## src/sv/tcpg_pkg.sv

```systemverilog
package tcpg_pkg;

	// Default tick rate of the time base.
	localparam int unsigned TPS_DEFAULT = 1000000;

	// Configuration register fields.
	localparam int FREQ_W = 20;
	localparam int DUTY_W = 16;
	localparam int CFG_W = FREQ_W;
	localparam int CFG_IDX_W = 2;

	// Register indexes.
	localparam logic [CFG_IDX_W-1:0] REG_FREQ = 2'd0;
	localparam logic [CFG_IDX_W-1:0] REG_DUTY = 2'd1;

	// Frequency is Q.4 Hz; anything below 1 Hz runs at 1 Hz.
	localparam logic [FREQ_W-1:0] FREQ_RESET = 20'd16000;
	localparam logic [FREQ_W-1:0] FREQ_MIN = 20'd16;
	localparam int FREQ_FRAC = 4;

	// Duty is Q2.14; after saturation it fits 15 unsigned bits.
	localparam int DSAT_W = 15;
	localparam int DUTY_FRAC = 14;
	localparam logic [DSAT_W-1:0] DUTY_FULL = 15'd16384;
	localparam logic [DSAT_W-1:0] DUTY_HI = 15'd16220;
	localparam logic [DSAT_W-1:0] DUTY_LO = 15'd164;

	// Commands from the controller to the timing calculator.
	typedef struct packed {
		logic div_init;
		logic div_step;
		logic mul_en;
		logic load_en;
	} calc_cmd_t;

	// Status from the timing calculator to the controller.
	typedef struct packed {
		logic cfg_hit;
	} calc_stat_t;

endpackage

```

## src/sv/tcpg_ctrl.sv

```systemverilog
module tcpg_ctrl #(
	parameter int DIV_W = 24
) (
	input  logic                  clk,
	input  logic                  arst_n,
	input  tcpg_pkg::calc_stat_t  stat,
	output tcpg_pkg::calc_cmd_t   cmd,
	output logic                  idle
);
	import tcpg_pkg::*;

	localparam int CNT_W = (DIV_W > 1) ? $clog2(DIV_W) : 1;
	localparam logic [CNT_W-1:0] CNT_LAST = CNT_W'(DIV_W - 1);

	localparam logic [2:0] ST_IDLE = 3'd0;
	localparam logic [2:0] ST_INIT = 3'd1;
	localparam logic [2:0] ST_DIV  = 3'd2;
	localparam logic [2:0] ST_MUL  = 3'd3;
	localparam logic [2:0] ST_LOAD = 3'd4;

	logic [2:0]       state_q;
	logic [CNT_W-1:0] cnt_q;

	// Sequence: clear the divider, one quotient bit per cycle, multiply, load.
	always_ff @(posedge clk or negedge arst_n) begin
		if (!arst_n) begin
			state_q <= ST_IDLE;
			cnt_q <= '0;
		end else begin
			unique case (state_q)
				ST_IDLE: begin
					if (stat.cfg_hit) state_q <= ST_INIT;
				end
				ST_INIT: begin
					cnt_q <= '0;
					state_q <= ST_DIV;
				end
				ST_DIV: begin
					cnt_q <= cnt_q + 1'b1;
					if (cnt_q == CNT_LAST) state_q <= ST_MUL;
				end
				ST_MUL: state_q <= ST_LOAD;
				ST_LOAD: state_q <= ST_IDLE;
				default: state_q <= ST_IDLE;
			endcase
		end
	end

	// Command decode.
	always_comb begin
		cmd.div_init = (state_q == ST_INIT);
		cmd.div_step = (state_q == ST_DIV);
		cmd.mul_en = (state_q == ST_MUL);
		cmd.load_en = (state_q == ST_LOAD);
		idle = (state_q == ST_IDLE);
	end

endmodule

```

## src/sv/tcpg_calc.sv

```systemverilog
module tcpg_calc #(
	parameter int unsigned TICKS_PER_SECOND = 1000000,
	parameter int PERIOD_W = 20,
	parameter int DIV_W = 24
) (
	input  logic                              clk,
	input  logic                              arst_n,
	input  logic                              cfg_fire,
	input  logic [tcpg_pkg::CFG_IDX_W-1:0]    cfg_index,
	input  logic [tcpg_pkg::CFG_W-1:0]        cfg_data,
	input  tcpg_pkg::calc_cmd_t               cmd,
	output tcpg_pkg::calc_stat_t              stat,
	output logic [PERIOD_W-1:0]               high_ticks,
	output logic [PERIOD_W-1:0]               low_ticks
);
	import tcpg_pkg::*;

	localparam int PROD_W = PERIOD_W + DSAT_W;
	localparam logic [DIV_W-1:0] DIVIDEND =
		DIV_W'(64'(TICKS_PER_SECOND) * 64'(2 ** FREQ_FRAC));
	localparam logic [PERIOD_W-1:0] RST_PERIOD =
		PERIOD_W'(64'(TICKS_PER_SECOND) * 64'(2 ** FREQ_FRAC) / 64'(FREQ_RESET));

	logic [FREQ_W-1:0]        freq_q;
	logic signed [DUTY_W-1:0] duty_q;
	logic [DIV_W-1:0]         dvd_q;
	logic [DIV_W-1:0]         quo_q;
	logic [FREQ_W-1:0]        rem_q;
	logic [PROD_W-1:0]        prod_q;
	logic [PERIOD_W-1:0]      high_q;
	logic [PERIOD_W-1:0]      low_q;

	logic [FREQ_W-1:0]   freq_eff;
	logic [FREQ_W:0]     trial;
	logic [FREQ_W:0]     diff;
	logic                fits;
	logic [PERIOD_W-1:0] period;
	logic [DSAT_W-1:0]   duty_sat;
	logic [PERIOD_W-1:0] high_part;

	// Configuration registers.
	always_ff @(posedge clk or negedge arst_n) begin
		if (!arst_n) begin
			freq_q <= FREQ_RESET;
			duty_q <= '0;
		end else if (cfg_fire) begin
			unique case (cfg_index)
				REG_FREQ: freq_q <= cfg_data[FREQ_W-1:0];
				REG_DUTY: duty_q <= cfg_data[DUTY_W-1:0];
				default: ;
			endcase
		end
	end

	assign stat.cfg_hit = cfg_fire && (cfg_index == REG_FREQ || cfg_index == REG_DUTY);

	// Restoring divider: one quotient bit of ticks/frequency per step.
	assign freq_eff = (freq_q < FREQ_MIN) ? FREQ_MIN : freq_q;
	assign trial = {rem_q, dvd_q[DIV_W-1]};
	assign diff = trial - {1'b0, freq_eff};
	assign fits = (trial >= {1'b0, freq_eff});

	always_ff @(posedge clk) begin
		if (cmd.div_init) begin
			dvd_q <= DIVIDEND;
			rem_q <= '0;
			quo_q <= '0;
		end else if (cmd.div_step) begin
			dvd_q <= {dvd_q[DIV_W-2:0], 1'b0};
			rem_q <= fits ? diff[FREQ_W-1:0] : trial[FREQ_W-1:0];
			quo_q <= {quo_q[DIV_W-2:0], fits};
		end
	end

	// The quotient never exceeds the tick rate, so its top bits are zero.
	assign period = quo_q[PERIOD_W-1:0];

	// Duty saturated to 0..1.0.
	always_comb begin
		if (duty_q[DUTY_W-1]) begin
			duty_sat = '0;
		end else if (duty_q[DUTY_W-2:0] > DUTY_FULL) begin
			duty_sat = DUTY_FULL;
		end else begin
			duty_sat = duty_q[DSAT_W-1:0];
		end
	end

	// Period times duty, registered.
	always_ff @(posedge clk) begin
		if (cmd.mul_en) prod_q <= PROD_W'(period) * PROD_W'(duty_sat);
	end

	assign high_part = prod_q[PROD_W-2:DUTY_FRAC];

	// Phase lengths, with snapping near fully high and fully low.
	always_ff @(posedge clk or negedge arst_n) begin
		if (!arst_n) begin
			high_q <= '0;
			low_q <= RST_PERIOD;
		end else if (cmd.load_en) begin
			if (duty_sat > DUTY_HI) begin
				high_q <= period;
				low_q <= '0;
			end else if (duty_sat < DUTY_LO) begin
				high_q <= '0;
				low_q <= period;
			end else begin
				high_q <= high_part;
				low_q <= period - high_part;
			end
		end
	end

	assign high_ticks = high_q;
	assign low_ticks = low_q;

endmodule

```

## src/sv/tcpg_phase.sv

```systemverilog
module tcpg_phase #(
	parameter int unsigned TICKS_PER_SECOND = 1000000,
	parameter int PERIOD_W = 20
) (
	input  logic                clk,
	input  logic                arst_n,
	input  logic                busy,
	input  logic [PERIOD_W-1:0] high_ticks,
	input  logic [PERIOD_W-1:0] low_ticks,
	input  logic                in_valid,
	output logic                in_stall,
	input  logic                run,
	output logic                out_valid,
	input  logic                out_stall,
	output logic                pin_level,
	output logic                rising_edge,
	output logic                falling_edge
);
	import tcpg_pkg::*;

	localparam logic [PERIOD_W-1:0] RST_PERIOD =
		PERIOD_W'(64'(TICKS_PER_SECOND) * 64'(2 ** FREQ_FRAC) / 64'(FREQ_RESET));

	logic [PERIOD_W-1:0] rem_q;
	logic                level_q;
	logic                out_valid_q;
	logic                rise_q;
	logic                fall_q;

	logic                accept;
	logic [PERIOD_W-1:0] rem_nxt;
	logic                level_nxt;

	// A new tick is taken when no recompute is busy and the result register is free or being emptied.
	assign in_stall = busy || (out_valid_q && out_stall);
	assign accept = in_valid && !in_stall;

	// Phase counter: run low restarts the low phase; else reload at phase end, skipping a zero-length phase.
	always_comb begin
		rem_nxt = rem_q - 1'b1;
		level_nxt = level_q;
		if (!run) begin
			level_nxt = 1'b0;
			rem_nxt = low_ticks;
		end else if (rem_q <= PERIOD_W'(1)) begin
			if (!level_q) begin
				if (high_ticks == '0) begin
					rem_nxt = low_ticks;
				end else begin
					level_nxt = 1'b1;
					rem_nxt = high_ticks;
				end
			end else begin
				if (low_ticks == '0) begin
					rem_nxt = high_ticks;
				end else begin
					level_nxt = 1'b0;
					rem_nxt = low_ticks;
				end
			end
		end
	end

	always_ff @(posedge clk or negedge arst_n) begin
		if (!arst_n) begin
			rem_q <= RST_PERIOD;
			level_q <= 1'b0;
			out_valid_q <= 1'b0;
		end else if (accept) begin
			rem_q <= rem_nxt;
			level_q <= level_nxt;
			out_valid_q <= 1'b1;
		end else if (!out_stall) begin
			out_valid_q <= 1'b0;
		end
	end

	// Edge flags of the result held for transfer.
	always_ff @(posedge clk) begin
		if (accept) begin
			rise_q <= !level_q && level_nxt;
			fall_q <= level_q && !level_nxt;
		end
	end

	assign out_valid = out_valid_q;
	assign pin_level = level_q;
	assign rising_edge = rise_q;
	assign falling_edge = fall_q;

endmodule

```

## src/sv/tick_counting_pwm_generator.sv

```systemverilog
// Tick-driven PWM generator. Every accepted input item with run high is one
// time tick; the pin spends low_ticks ticks low and then high_ticks ticks
// high, and run low restarts it at the start of the low phase. Ticks are
// taken one per clock cycle unless a recompute or a stalled output holds
// them off, and a result stays in an output register until transferred. A
// configuration write to the frequency or duty register recomputes the
// phase lengths with a bit-serial divider of DIV_W bits, the bit width of
// TICKS_PER_SECOND * 16, and one multiply; the port and the tick input are
// held off until that is done. The phase already counting finishes with its
// old length; new lengths apply at the next reload.
module tick_counting_pwm_generator #(
	parameter int unsigned TICKS_PER_SECOND = tcpg_pkg::TPS_DEFAULT
) (
	input  logic                           clk,
	input  logic                           arst_n,
	input  logic                           in_valid,
	output logic                           in_stall,
	input  logic                           run,
	output logic                           out_valid,
	input  logic                           out_stall,
	output logic                           pin_level,
	output logic                           rising_edge,
	output logic                           falling_edge,
	input  logic                           cfg_valid,
	output logic                           cfg_ready,
	input  logic [tcpg_pkg::CFG_IDX_W-1:0] cfg_index,
	input  logic [tcpg_pkg::CFG_W-1:0]     cfg_data
);
	import tcpg_pkg::*;

	localparam int PERIOD_W = $clog2(TICKS_PER_SECOND + 1);
	localparam int DIV_W = PERIOD_W + FREQ_FRAC;

	calc_cmd_t           cmd;
	calc_stat_t          stat;
	logic                idle;
	logic                cfg_fire;
	logic [PERIOD_W-1:0] high_ticks;
	logic [PERIOD_W-1:0] low_ticks;

	assign cfg_ready = idle;
	assign cfg_fire = cfg_valid && cfg_ready;

	tcpg_ctrl #(
		.DIV_W(DIV_W)
	) u_ctrl (
		.clk(clk),
		.arst_n(arst_n),
		.stat(stat),
		.cmd(cmd),
		.idle(idle)
	);

	tcpg_calc #(
		.TICKS_PER_SECOND(TICKS_PER_SECOND),
		.PERIOD_W(PERIOD_W),
		.DIV_W(DIV_W)
	) u_calc (
		.clk(clk),
		.arst_n(arst_n),
		.cfg_fire(cfg_fire),
		.cfg_index(cfg_index),
		.cfg_data(cfg_data),
		.cmd(cmd),
		.stat(stat),
		.high_ticks(high_ticks),
		.low_ticks(low_ticks)
	);

	tcpg_phase #(
		.TICKS_PER_SECOND(TICKS_PER_SECOND),
		.PERIOD_W(PERIOD_W)
	) u_phase (
		.clk(clk),
		.arst_n(arst_n),
		.busy(!idle),
		.high_ticks(high_ticks),
		.low_ticks(low_ticks),
		.in_valid(in_valid),
		.in_stall(in_stall),
		.run(run),
		.out_valid(out_valid),
		.out_stall(out_stall),
		.pin_level(pin_level),
		.rising_edge(rising_edge),
		.falling_edge(falling_edge)
	);

endmodule

```

## config.mk

```make
export PLATFORM = sky130hd
export DESIGN_NAME = tick_counting_pwm_generator
export DESIGN_NICKNAME = d
export VERILOG_FILES = /design/src/sv/tcpg_pkg.sv /design/src/sv/tcpg_ctrl.sv /design/src/sv/tcpg_calc.sv /design/src/sv/tcpg_phase.sv /design/src/sv/tick_counting_pwm_generator.sv
export SDC_FILE = /design/constraint.sdc
export NUM_CORES = 1
export LEC_CHECK = 0
export BUFFER_PORTS_ARGS = -buffer_cell sky130_fd_sc_hd__buf_2
export CELL_PAD_IN_SITES_DETAIL_PLACEMENT = 1
export CELL_PAD_IN_SITES_GLOBAL_PLACEMENT = 1
export CORE_UTILIZATION = 40
export DETAILED_ROUTE_END_ITERATION = 10
export GPL_ROUTABILITY_DRIVEN = 0
export GPL_TIMING_DRIVEN = 0
export PLACE_DENSITY_LB_ADDON = 0.1
export SYNTH_ARGS = -nofsm -noshare
export SYNTH_HDL_FRONTEND = slang
export SYNTH_SLANG_ARGS = --single-unit
```

## constraint.sdc

```tcl
create_clock -name clk -period 16.8 [get_ports clk]
set_input_delay 3.36 -clock clk [delete_from_list [all_inputs] [get_ports clk]]
set_output_delay 3.36 -clock clk [all_outputs]
set_load 0.01 [all_outputs]
```

==> results of run 1 <==
## cell type report
class	count	area [µm²]	area share (%)
repair buffers	33	190	0.922
clock buffers	18	439	2.13
clock inverters	14	166	0.806
flip-flops and latches	182	4420	21.4
plain buffers	135	518	2.51
well taps	607	759	3.68
inverters	300	1130	5.46
multi-input cells	1512	13000	63.1
## sequential cells by signal, indices dropped and copies added, names as in the netlist
name	flops
u_calc.freq_q	20
u_calc.high_ticks	20
u_calc.low_ticks	20
u_calc.prod_q	20
u_calc.quo_q	20
u_calc.rem_q	20
u_phase.rem_q	20
u_calc.duty_q	16
u_calc.dvd_q	14
u_ctrl.cnt_q	5
u_ctrl.state_q	3
u_phase.falling_edge	1
u_phase.out_valid	1
u_phase.pin_level	1
u_phase.rising_edge	1
## power by group through the flow
stage | Sequential, W | Clock (W) | Combinational, W
floorplan | 0.000753 | 0 | 0.00142
global placement | 0.000829 | 0 | 0.00203
detailed placement | 0.000835 | 0 | 0.00208
CTS | 0.000829 | 0.000425 | 0.00210
global route | 0.000853 | 0.000444 | 0.00233
finish | 0.000832 | 0.000418 | 0.00209
## worst max-delay path, delay by kind of cell, from the launching register on
family / cells / cell delay (ns)
compound gates: 8 / 1.79
fa+ha+maj: 7 / 3.32
flops: 1 / 0.57
simple gates: 8 / 2.35
buf+inv: 3 / 1.25
xor+xnor: 1 / 0.11
## path summary, 6_finish.rpt
check | slack (ns) | endpoint | cells past startpoint | start
setup / recovery | 7.11 | u_calc.prod_q[31] | 27 | u_calc.duty_q[8]
hold / removal | 0.45 | u_calc.dvd_q[10] | 2 | u_calc.dvd_q[10]
setup reg to reg | 7.11 | u_calc.prod_q[31] | 27 | u_calc.duty_q[8]
hold reg to reg | 0.45 | u_calc.dvd_q[10] | 2 | u_calc.dvd_q[10]
max in group asynchronous | 13.08 | u_calc.freq_q[11] | 2 | arst_n
min in group asynchronous | 2.90 | u_calc.high_ticks[6] | 1 | arst_n
## cells in the mapped netlist, drive strengths merged (29+ instances only)
library cell,n
a21oi,71
nand2,277
xnor2,47
dfxtp,54
and2,45
clkbuf,128
and3,146
dfrtp,88
nand3,40
nor2,74
a22o,34
ha,134
o21ai,112
inv,299
fa,232
a21o,29
## per-stage QoR
step	total power (W)	setup WS [ns]	util [%]
final	0.00334	7.11	44.1
after detailed placement	0.00292	7.31	42.8
after global placement	0.00286	7.36	42.8
after CTS	0.00335	7.27	44.1
after global routing	0.00363	6.73	44.1
after floorplan	0.00217	9.25	-
## routing by layer
| metal | global-route usage, % | vias to the layer above |
|---|---|---|
| met1 | 37.9 | 8097 |
| met2 | 43.6 | 341 |
| met3 | 4.19 | 58 |
| li1 | - | 7134 |
| met4 | 6.14 | 0 |
| met5 | 0 | - |
## cell families (layout without fill, tap and decap cells)
logic type,count (synthesis),count (layout)
fa+ha+maj,366,366
flops,182,182
xor+xnor,71,71
compound gates,345,345
simple gates,688,688
mux,42,42
buf+inv,435,500
==> summary.txt, run 1 <==
RUN STATUS
------------------------------------------------------------------------------------
Outcome ............................................................... complete, but fails checks
Failing checks ........................................................ design-rule violations

STA
------------------------------------------------------------------------------------
Worst-Margin Slew .....................................................      1.11 ns
Final hold viol count .................................................            0
Number of pins exceeding their max-slew limit in the final report .....            0
Final worst path period share .........................................        57.7%
Maximum frequency from static timing analysis .........................      103 MHz
Setup repair after global routing missed its margin ...................           no
Post-route setup TNS ..................................................         0 ns
Clk_skew ..............................................................    0.0203 ns
Endpoints failing setup ...............................................            0
Normalized max-slew margin ............................................        25.9%
Time the final worst path needs with I/O delays and setup .............      9.69 ns
Final worst hold slack ................................................     0.453 ns

PLACE
------------------------------------------------------------------------------------
HPWL after detailed placement .........................................    49,700 µm
Number of buffers added on ports ......................................           32
Post-Place Cells ......................................................        2,769
Total cell area at the placement stage ................................   20,000 µm²

LOGIC SYNTHESIS
------------------------------------------------------------------------------------
Share of the synthesized area in compound gates (AO/OA/AOI/OAI) .......        11.6%
Largest family of logic cells by synthesized area .....................  adder cells
Post-Syn Area .........................................................   19,100 µm²
Dominant synthesized flop cell ........................................ sky130_fd_sc_hd__dfrtp_1
Synthesized Nets ......................................................        2,523
Mux cell area share after synthesis ...................................        2.34%
Number of synthesized flops with an enable pin ........................           22
Average footprint of a synthesized cell ...............................     8.96 µm²
Async set or reset register ratio after synthesis .....................        58.2%
Simple-gate area share of the yosys netlist ...........................        17.9%
Number of flip-flops and latches in the synthesized netlist ...........          182
Seq/Total Area, Yosys .................................................        23.1%
Fraction of synthesized cell area taken by the top area cell type .....        24.3%
Xor-xnor portion of the synthesized cell area .........................        3.26%
Post-Synth Adder-Cell Area ............................................        33.1%
Largest cells by area after synthesis ................................. sky130_fd_sc_hd__fa_1 (24%), sky130_fd_sc_hd__dfrtp_1 (12%), sky130_fd_sc_hd__ha_1 (8.8%)
Count of different cell masters after synthesis .......................           73
Number of cells produced by synthesis .................................        2,129
Dominant cell type by area after synthesis ............................ sky130_fd_sc_hd__fa_1
Synth warnings ........................................................            0

FINAL LAYOUT
------------------------------------------------------------------------------------
Most used cells in the layout excluding fill and tap cells ............ sky130_fd_sc_hd__inv_1 (299), sky130_fd_sc_hd__nand2_1 (277), sky130_fd_sc_hd__fa_1 (232)
Nets ..................................................................        2,575
P&R area growth vs syn ................................................        8.15%
Number of standard cells in the layout, taps in and fillers out .......        2,801
Number of filler cells placed in the layout ...........................        5,503
Area of all placed cells without fillers ..............................   20,600 µm²
# diodes ..............................................................            0
Leading cell type in the layout, fill and taps excluded ............... sky130_fd_sc_hd__inv_1
Fraction of layout cells with a size suffix above 1 ...................        5.52%

GRT
------------------------------------------------------------------------------------
Wire length of the first global-routing pass ..........................    98,600 µm
Antenna violations before repair ......................................            2
Maximum number of pins on one net before global-route repair ..........           69
Number of global-route vias before repair .............................        16.9k
Total grt overflow ....................................................            0
Overall routing resource usage ........................................        27.0%

DIE
------------------------------------------------------------------------------------
Row count .............................................................           79
Ports .................................................................           34
Initial Util ..........................................................        40.8%
Area inside the core boundary .........................................   46,800 µm²
Chip Height ...........................................................       220 µm
Horizontal die dimension ..............................................       220 µm
Full die area .........................................................   48,600 µm²

WORST SETUP PATH
------------------------------------------------------------------------------------
Data arrival, critical path ...........................................      9.88 ns
Crit path max-delay cell type ......................................... sky130_fd_sc_hd__nor4_1
Startpoint type of the worst setup path ...............................         flop
CP Max Fanout .........................................................           10
Critical path class ................................................... flop to flop
Most common cell type on the critical path ............................ sky130_fd_sc_hd__fa_1
Crit. End Element .....................................................         flop
Critical path's largest stage delay ...................................      0.69 ns
Required time at the worst-slack endpoint .............................     17.00 ns

POWER
------------------------------------------------------------------------------------
Static Leakage ........................................................      10.4 nW
Portion of total power attributed to combinational logic ..............        62.6%
Switching power total .................................................    0.00174 W
Total power divided by cell area ......................................   162 nW/µm²
Part of the total power dissipated in sequential elements .............        24.9%
Worst supply voltage drop on vdd ......................................    0.0927 mV
Pint ..................................................................    0.00160 W
Switching power share of the total ....................................        52.1%
Clk pwr share .........................................................        12.5%

DRT
------------------------------------------------------------------------------------
Post-Route WL .........................................................    62,300 µm
Per-cell routed wire length ...........................................      22.2 µm
Total length of routed met2 wires .....................................    29,000 µm
Vias/cell .............................................................         5.58
Pre-Repair DR Iteration Count .........................................            8
ANT nets after route ..................................................            0
Top layer reached by signal wires .....................................         met4
DRC ...................................................................            1
Met1 Routed Length ....................................................    29,100 µm
First-iteration detailed-routing DRC count ............................          872
Count of vias placed by the detailed router ...........................        15.6k
Met3 wire length ......................................................      2950 µm

CLOCKING
------------------------------------------------------------------------------------
Total CTS buffers .....................................................           17
Num Clock Sinks .......................................................          182
Clock-pin slew on the worst setup and hold paths ......................      0.08 ns
Number of H-tree levels ...............................................            4
Number of buffers inserted for hold repair after clock tree synthesis .            0
CTS tree ..............................................................         done
Clock root buffer ..................................................... sky130_fd_sc_hd__clkbuf_16
Number of post-CTS setup repair buffers ...............................            0
Quantity of gates resized following cts ...............................            0
Bufs on Longest Clock Path ............................................            2
Later-pin clock latency in the skew report ............................      0.46 ns

WORST HOLD PATH
------------------------------------------------------------------------------------
Type of the tightest min-delay check .................................. flop to flop

FLOW RUN
------------------------------------------------------------------------------------
# Max-Cap Violations ..................................................            0

Power figures use the tool's default switching activity.
==> run 2, diff against run 1 <==
Settings changed: ABC_AREA from default to 1.
Clock period 16.8 ns to 9.52 ns, I/O delays scaled along.
==> summary.txt, run 2 <==
PLACE
------------------------------------------------------------------------------------
Placement Setup Slack .................................................      1.45 ns
Post-Place Cells ......................................................        3,367
Number of buffers added on ports ......................................           33
HPWL after detailed placement .........................................    57,900 µm

STA
------------------------------------------------------------------------------------
Number of pins exceeding their max-slew limit in the final report .....            0
Final hold viol count .................................................            0
Final worst hold slack ................................................     0.469 ns
Maximum frequency from static timing analysis .........................      124 MHz
Time the final worst path needs with I/O delays and setup .............      8.09 ns
Clk_skew ..............................................................    0.0136 ns
Endpoints failing setup ...............................................            0
Normalized max-slew margin ............................................        32.4%
Post-route setup TNS ..................................................         0 ns
Min setup slack post-route ............................................      1.43 ns
Worst-Margin Slew .....................................................      1.01 ns
Final worst path period share .........................................        85.0%
Setup repair after global routing missed its margin ...................           no

WORST SETUP PATH
------------------------------------------------------------------------------------
Critical path origin .................................................. u_calc.duty_q[0]
Critical path's largest stage delay ...................................      0.58 ns
Most common cell type on the critical path ............................ sky130_fd_sc_hd__inv_1
Capturing point of the worst reg2reg path ............................. u_calc.prod_q[31]
Startpoint type of the worst setup path ...............................         flop
Worst setup path endpoint ............................................. u_calc.prod_q[31]
CP Max Fanout .........................................................           10
Setup slack on the worst flop-to-flop path ............................      1.43 ns
Startpoint of the worst register-to-register path ..................... u_calc.duty_q[0]
Reg2Reg Depth .........................................................           30
Required time at the worst-slack endpoint .............................      9.73 ns
Critical path class ................................................... flop to flop
Data arrival, critical path ...........................................      8.30 ns
Crit. End Element .....................................................         flop
Crit path max-delay cell type ......................................... sky130_fd_sc_hd__fa_1

LOGIC SYNTHESIS
------------------------------------------------------------------------------------
Average footprint of a synthesized cell ...............................     7.54 µm²
Synthesized Nets ......................................................        3,062
Synth warnings ........................................................            0
Leading post-synthesis cells by instance count ........................ sky130_fd_sc_hd__nand2_1 (610), sky130_fd_sc_hd__inv_1 (478), sky130_fd_sc_hd__nor2_1 (295), sky130_fd_sc_hd__fa_1 (232), sky130_fd_sc_hd__a21oi_1 (137)
Number of synthesized flops with an enable pin ........................           22
Async set or reset register ratio after synthesis .....................        58.2%
Most numerous cell in the Yosys netlist ............................... sky130_fd_sc_hd__nand2_1
Count of different cell masters after synthesis .......................           48
Post-Syn Area .........................................................   20,100 µm²
Number of flip-flops and latches in the synthesized netlist ...........          182
Number of cells produced by synthesis .................................        2,668
Dominant cell type by area after synthesis ............................ sky130_fd_sc_hd__fa_1
Largest cells by area after synthesis ................................. sky130_fd_sc_hd__fa_1 (23%), sky130_fd_sc_hd__nand2_1 (11%), sky130_fd_sc_hd__dfrtp_1 (11%)
Seq/Total Area, Yosys .................................................        21.9%
Fraction of synthesized cell area taken by the top area cell type .....        23.1%
Dominant synthesized flop cell ........................................ sky130_fd_sc_hd__dfrtp_1

CLOCKING
------------------------------------------------------------------------------------
Number of buffers inserted for hold repair after clock tree synthesis .            0
Bufs on Longest Clock Path ............................................            2
Number of H-tree levels ...............................................            4
Clock-pin slew on the worst setup and hold paths ......................      0.07 ns
Quantity of gates resized following cts ...............................            0
Total CTS buffers .....................................................           17
Later-pin clock latency in the skew report ............................      0.47 ns
Number of post-CTS setup repair buffers ...............................            0
Num Clock Sinks .......................................................          182
Clock root buffer ..................................................... sky130_fd_sc_hd__clkbuf_16
CTS tree ..............................................................         done

FINAL LAYOUT
------------------------------------------------------------------------------------
# diodes ..............................................................            0
Leading cell type in the layout, fill and taps excluded ............... sky130_fd_sc_hd__nand2_1
Most used cells in the layout excluding fill and tap cells ............ sky130_fd_sc_hd__nand2_1 (610), sky130_fd_sc_hd__inv_1 (478), sky130_fd_sc_hd__nor2_1 (295)
Nets ..................................................................        3,116
Fraction of layout cells with a size suffix above 1 ...................        4.61%
Number of standard cells in the layout, taps in and fillers out .......        3,399
P&R area growth vs syn ................................................        8.14%
Number of filler cells placed in the layout ...........................        6,270

DRT
------------------------------------------------------------------------------------
Post-Route WL .........................................................    70,100 µm
First-iteration detailed-routing DRC count ............................        1,207
Count of vias placed by the detailed router ...........................        18.0k
Per-cell routed wire length ...........................................      20.6 µm
Vias/cell .............................................................         5.30
DRC ...................................................................            0
Pre-Repair DR Iteration Count .........................................            5
ANT nets after route ..................................................            0

RUN STATUS
------------------------------------------------------------------------------------
Outcome ............................................................... finished, final reports clean

DIE
------------------------------------------------------------------------------------
Full die area .........................................................   51,200 µm²
Area inside the core boundary .........................................   49,300 µm²
Horizontal die dimension ..............................................       226 µm
Chip Height ...........................................................       226 µm
Row count .............................................................           81
Ports .................................................................           34
Initial Util ..........................................................        40.9%

WORST HOLD PATH
------------------------------------------------------------------------------------
Type of the tightest min-delay check .................................. flop to flop
Worst min-delay path startpoint ....................................... u_calc.dvd_q[20]

GRT
------------------------------------------------------------------------------------
Overall routing resource usage ........................................        29.2%
Antenna violations before repair ......................................            0
Number of global-route vias before repair .............................        19.5k
Wire length of the first global-routing pass ..........................   113,000 µm
Total grt overflow ....................................................            0
Maximum number of pins on one net before global-route repair ..........           69

POWER
------------------------------------------------------------------------------------
Worst supply voltage drop on vdd ......................................     0.101 mV
Static Leakage ........................................................      10.8 nW
Total power divided by cell area ......................................   232 nW/µm²

FLOW RUN
------------------------------------------------------------------------------------
# Max-Cap Violations ..................................................            0

==> run 2: changes by cell type in the layout (fill, tap and decap cells not counted), moves of 21 or more <==
| cell | before | now |
|---|---|---|
| sky130_fd_sc_hd__xnor2_1 | 47 | 23 |
| sky130_fd_sc_hd__o22ai_1 | 5 | 27 |
| sky130_fd_sc_hd__and2_1 | 45 | 0 |
| sky130_fd_sc_hd__a21o_1 | 29 | 5 |
| sky130_fd_sc_hd__inv_1 | 299 | 478 |
| sky130_fd_sc_hd__nand2_1 | 277 | 610 |
| sky130_fd_sc_hd__a22o_1 | 34 | 1 |
| sky130_fd_sc_hd__nand3_1 | 40 | 109 |
| sky130_fd_sc_hd__clkbuf_1 | 128 | 74 |
| sky130_fd_sc_hd__a21oi_1 | 69 | 137 |
| sky130_fd_sc_hd__nor2_1 | 74 | 295 |
| sky130_fd_sc_hd__mux2_2 | 21 | 0 |
| sky130_fd_sc_hd__and3_1 | 146 | 0 |
| sky130_fd_sc_hd__mux2i_1 | 21 | 0 |
==> run 2: cell families (layout without fill, tap and decap cells) <==
| family | count (synthesis) | after routing | share of synthesized area, % |
|---|---|---|---|
| buffers and inverters | 587 | 654 | 11.1 |
| adders and majority gates | 366 | 366 | 31.4 |
| DFF | 182 | 182 | 21.9 |
| and+or+nand+nor | 1098 | 1098 | 22.4 |
| xor gates and xnor gates | 58 | 58 | 2.52 |
| AOI/OAI and AO/OA | 377 | 377 | 10.6 |
==> run 2: report_power, final <==
| part | internal (W) | leakage (nW) | switching, W |
|---|---|---|---|
| combinational | 0.000895 | 8.60 | 0.00201 |
| clock | 0.000405 | 0.301 | 0.000333 |
| sequential | 0.00112 | 1.94 | 0.000293 |
==> run 2: area by class of cell <==
cell class	count	area [µm²]	share of cell area (%)
Multi-Input combinational cell	1899	13500	62.0
Inverter	491	1840	8.47
Tap cell	664	831	3.82
Clock inverter	13	144	0.661
Clock buffer	19	453	2.08
Sequential cell	182	4420	20.3
Buffer	96	385	1.77
Timing Repair Buffer	35	206	0.949
==> run 2: worst min-delay path by stage <==
stage / end / slack (ns) / depth (start not counted)
floorplan: u_calc.rem_q[0] / 0.44 / 2
global placement: u_calc.dvd_q[20] / 0.46 / 2
detailed placement: u_calc.dvd_q[20] / 0.46 / 2
CTS: u_calc.rem_q[0] / 0.47 / 2
global route: u_calc.dvd_q[21] / 0.50 / 2
finish: u_calc.dvd_q[20] / 0.47 / 2
==> run 2: per-stage QoR <==
stage,total power (W),util (%),cell area (µm²)
final,0.00505,44.2,21800
after detailed placement,0.00428,43.0,21200
after global placement,0.00420,42.9,21100
after CTS,0.00506,44.2,21800
after floorplan,0.00329,-,20100
after global routing,0.00548,44.2,21800
==> run 2: metal layers <==
layer	global-route usage [%]	routed length [µm]	vias up
met1	39.2	32000	9068
met2	48.4	32700	412
met4	11.7	2860	0
li1	-	-	8436
met5	0	0	-
met3	2.58	2510	109
==> run 2: critical path, delay by kind of cell (launching register included) <==
| family | cells | cell delay [ns] |
|---|---|---|
| AOI/OAI and AO/OA | 4 | 1.22 |
| adders and majority gates | 7 | 3.32 |
| buffers and inverters | 8 | 1.36 |
| DFF | 1 | 0.41 |
| and+or+nand+nor | 11 | 1.52 |
==> run 3, diff against run 2 <==
Clock period 9.52 ns to 7.7 ns, I/O delays scaled along.
==> summary.txt, run 3 (same netlist as run 2, synthesis figures left out) <==
RUN STATUS
------------------------------------------------------------------------------------
Outcome ............................................................... finished, final reports clean

GRT
------------------------------------------------------------------------------------
GR Layer Usage met2 ...................................................        48.5%
GR Util met1 ..........................................................        39.1%
Antenna violations before repair ......................................            0
Maximum number of pins on one net before global-route repair ..........           69
Met3 layer usage reported by global route .............................        2.58%
Total grt overflow ....................................................            0
Wire length of the first global-routing pass ..........................   113,000 µm
Overall routing resource usage ........................................        29.2%
Most heavily used metal layer in global routing .......................         met2
Number of global-route vias before repair .............................        19.5k

CLOCKING
------------------------------------------------------------------------------------
Number of H-tree levels ...............................................            4
CTS tree ..............................................................         done
Clock-pin slew on the worst setup and hold paths ......................      0.07 ns
Later-pin clock latency in the skew report ............................      0.47 ns
Bufs on Longest Clock Path ............................................            2
Clock root buffer ..................................................... sky130_fd_sc_hd__clkbuf_16
Number of post-CTS setup repair buffers ...............................            0
Total CTS buffers .....................................................           17
Number of buffers inserted for hold repair after clock tree synthesis .            0
Num Clock Sinks .......................................................          182

WORST SETUP PATH
------------------------------------------------------------------------------------
Most common cell type on the critical path ............................ sky130_fd_sc_hd__fa_1
Largest delay contributor family on the critical path .................  adder cells
Setup slack on the worst flop-to-flop path ............................      0.36 ns
Data arrival, critical path ...........................................      7.54 ns
Crit. End Element .....................................................         flop
Critical path class ................................................... flop to flop
List of cells traversed by the critical path .......................... buf_1, clkinv_1, nor2_1, fa_1, inv_1, fa_1, inv_1, fa_1, fa_1, fa_1, inv_1, fa_1, inv_1, ha_1, a21oi_1, o21a_1, a21boi_2, nor2_1, a311oi_1, nand2_1, nand2_1, nand2_1
Required time at the worst-slack endpoint .............................      7.90 ns
Worst path bufs/invs ..................................................            6
Critical path's largest stage delay ...................................      0.82 ns
Startpoint of the worst register-to-register path ..................... u_calc.quo_q[17]
Startpoint type of the worst setup path ...............................         flop
Reg2Reg Depth .........................................................           22
CP Max Fanout .........................................................           10
Capturing point of the worst reg2reg path ............................. u_calc.prod_q[31]
Crit path max-delay cell type ......................................... sky130_fd_sc_hd__clkinv_1

FINAL LAYOUT
------------------------------------------------------------------------------------
Number of filler cells placed in the layout ...........................        6,258
Leading cell type in the layout, fill and taps excluded ............... sky130_fd_sc_hd__nand2_1
Fraction of layout cells with a size suffix above 1 ...................        4.95%
Most used cells in the layout excluding fill and tap cells ............ sky130_fd_sc_hd__nand2_1 (608), sky130_fd_sc_hd__inv_1 (477), sky130_fd_sc_hd__nor2_1 (295)
Combined area of the multi-input logic cells ..........................   13,500 µm²
Area of all placed cells without fillers ..............................   21,800 µm²
# diodes ..............................................................            0
Core Util, Final ......................................................        44.2%
Number of standard cells in the layout, taps in and fillers out .......        3,394
Sequential cell area in the final layout ..............................     4420 µm²
Nets ..................................................................        3,111
P&R area growth vs syn ................................................        8.18%

STA
------------------------------------------------------------------------------------
Final hold viol count .................................................            0
Setup repair after global routing missed its margin ...................           no
Clk_skew ..............................................................    0.0137 ns
Final worst hold slack ................................................     0.469 ns
Maximum frequency from static timing analysis .........................      136 MHz
Final worst path period share .........................................        95.3%
Normalized max-slew margin ............................................        32.5%
Time the final worst path needs with I/O delays and setup .............      7.34 ns
Endpoints failing setup ...............................................            0
Min setup slack post-route ............................................     0.362 ns
Worst-Margin Slew .....................................................      1.01 ns
Number of pins exceeding their max-slew limit in the final report .....            0

PLACE
------------------------------------------------------------------------------------
HPWL after detailed placement .........................................    57,900 µm
Placement Setup Slack .................................................    -0.373 ns
Number of buffers added on ports ......................................           33
Post-Place Cells ......................................................        3,367
Total cell area at the placement stage ................................   21,200 µm²

DIE
------------------------------------------------------------------------------------
Chip Height ...........................................................       226 µm
Full die area .........................................................   51,200 µm²
Row count .............................................................           81
Horizontal die dimension ..............................................       226 µm
Initial Util ..........................................................        40.9%
Area inside the core boundary .........................................   49,300 µm²
Ports .................................................................           34

DRT
------------------------------------------------------------------------------------
DRC ...................................................................            0
Per-cell routed wire length ...........................................      20.6 µm
Pre-Repair DR Iteration Count .........................................            5
Vias/cell .............................................................         5.31
Post-Route WL .........................................................    70,000 µm
Count of vias placed by the detailed router ...........................        18.0k
First-iteration detailed-routing DRC count ............................        1,240
ANT nets after route ..................................................            0

FLOW RUN
------------------------------------------------------------------------------------
# Max-Cap Violations ..................................................            0

POWER
------------------------------------------------------------------------------------
Worst supply voltage drop on vdd ......................................     0.125 mV
Pint ..................................................................    0.00299 W
Switching power total .................................................    0.00326 W
Total power divided by cell area ......................................   287 nW/µm²
Switching power share of the total ....................................        52.2%
Static Leakage ........................................................      10.8 nW
Clk pwr share .........................................................        14.6%
Part of the total power dissipated in sequential elements .............        27.9%
Portion of total power attributed to combinational logic ..............        57.5%

WORST HOLD PATH
------------------------------------------------------------------------------------
Worst min-delay path startpoint ....................................... u_calc.dvd_q[18]
Type of the tightest min-delay check .................................. flop to flop
Min-Delay Endpoint .................................................... u_calc.dvd_q[18]
Worst hold path stage count ...........................................            2

-- run 3: changes by cell type in the layout (fill, tap and decap cells not counted), moves of 2 or more --
cell                       before  now
sky130_fd_sc_hd__clkbuf_1      74   67
sky130_fd_sc_hd__clkbuf_2       0    3
sky130_fd_sc_hd__buf_1         12   10
sky130_fd_sc_hd__nand2_1      610  608
sky130_fd_sc_hd__nand2_2        2    4
-- run 3: worst max-delay path by stage --
stage                                start  slack, ns                 to  cells past startpoint
after floorplan           u_calc.duty_q[0]       1.30  u_calc.prod_q[33]                     31
after global placement    u_calc.duty_q[0]      -0.25  u_calc.prod_q[31]                     30
after detailed placement  u_calc.duty_q[0]      -0.37  u_calc.prod_q[31]                     30
after CTS                 u_calc.duty_q[0]       0.03  u_calc.prod_q[31]                     28
after global routing      u_calc.duty_q[0]       0.01  u_calc.prod_q[30]                     28
final                     u_calc.quo_q[17]       0.36  u_calc.prod_q[31]                     22
-- run 3: what timing repair did --
item | 4_1_cts | 5_1_grt
endpoints found under the hold margin | 0 | 0
endpoints found under the setup margin | 9 | 8
pin swaps | 0 | 0
resized for setup | 4 | 12
cloned | 0 | 0
-- run 3: power by group through the flow --
stage | Clock (W) | Sequential (W) | Combinational (W)
global route | 0.000971 | 0.00179 | 0.00401
detailed placement | 0 | 0.00175 | 0.00355
CTS | 0.000934 | 0.00174 | 0.00359
floorplan | 0 | 0.00160 | 0.00246
finish | 0.000912 | 0.00174 | 0.00359
global placement | 0 | 0.00174 | 0.00345
-- run 3: worst register-to-register path, stage by stage (launching register included) --
cell	delay, ns
sky130_fd_sc_hd__dfxtp_1	0.44
sky130_fd_sc_hd__buf_1	0.61
sky130_fd_sc_hd__clkinv_1	0.82
sky130_fd_sc_hd__nor2_1	0.33
sky130_fd_sc_hd__fa_1	0.44
sky130_fd_sc_hd__inv_1	0.09
sky130_fd_sc_hd__fa_1	0.39
sky130_fd_sc_hd__inv_1	0.09
sky130_fd_sc_hd__fa_1	0.43
sky130_fd_sc_hd__fa_1	0.48
sky130_fd_sc_hd__fa_1	0.57
sky130_fd_sc_hd__inv_1	0.08
sky130_fd_sc_hd__fa_1	0.55
sky130_fd_sc_hd__inv_1	0.05
sky130_fd_sc_hd__ha_1	0.39
sky130_fd_sc_hd__a21oi_1	0.26
sky130_fd_sc_hd__o21a_1	0.19
sky130_fd_sc_hd__a21boi_2	0.26
sky130_fd_sc_hd__nor2_1	0.07
sky130_fd_sc_hd__a311oi_1	0.31
sky130_fd_sc_hd__nand2_1	0.10
sky130_fd_sc_hd__nand2_1	0.07
sky130_fd_sc_hd__nand2_1	0.08
-- run 3: cell type report --
type | count | share of cell area, %
multi-input cells | 1899 | 62.0
well taps | 664 | 3.82
plain buffers | 91 | 1.71
inverters | 491 | 8.48
clock inverters | 13 | 0.661
repair buffers | 35 | 0.948
clock buffers | 19 | 2.08
flip-flops and latches | 182 | 20.3
-- run 3: stage by stage --
step / power [W] / TNS (ns)
2_1_floorplan: 0.00407 / 0
3_3_place_gp: 0.00519 / -0.448
3_5_place_dp: 0.00530 / -0.895
4_1_cts: 0.00626 / 0
5_1_grt: 0.00677 / 0
6_report: 0.00625 / 0
-- run 3: metal layers --
layer	vias up	wire [µm]	share of wire, %
li1	8421	-	-
met1	9081	31800	45
met2	425	32700	47
met3	110	2650	3.8
met4	0	2920	4.2
met5	-	0	0
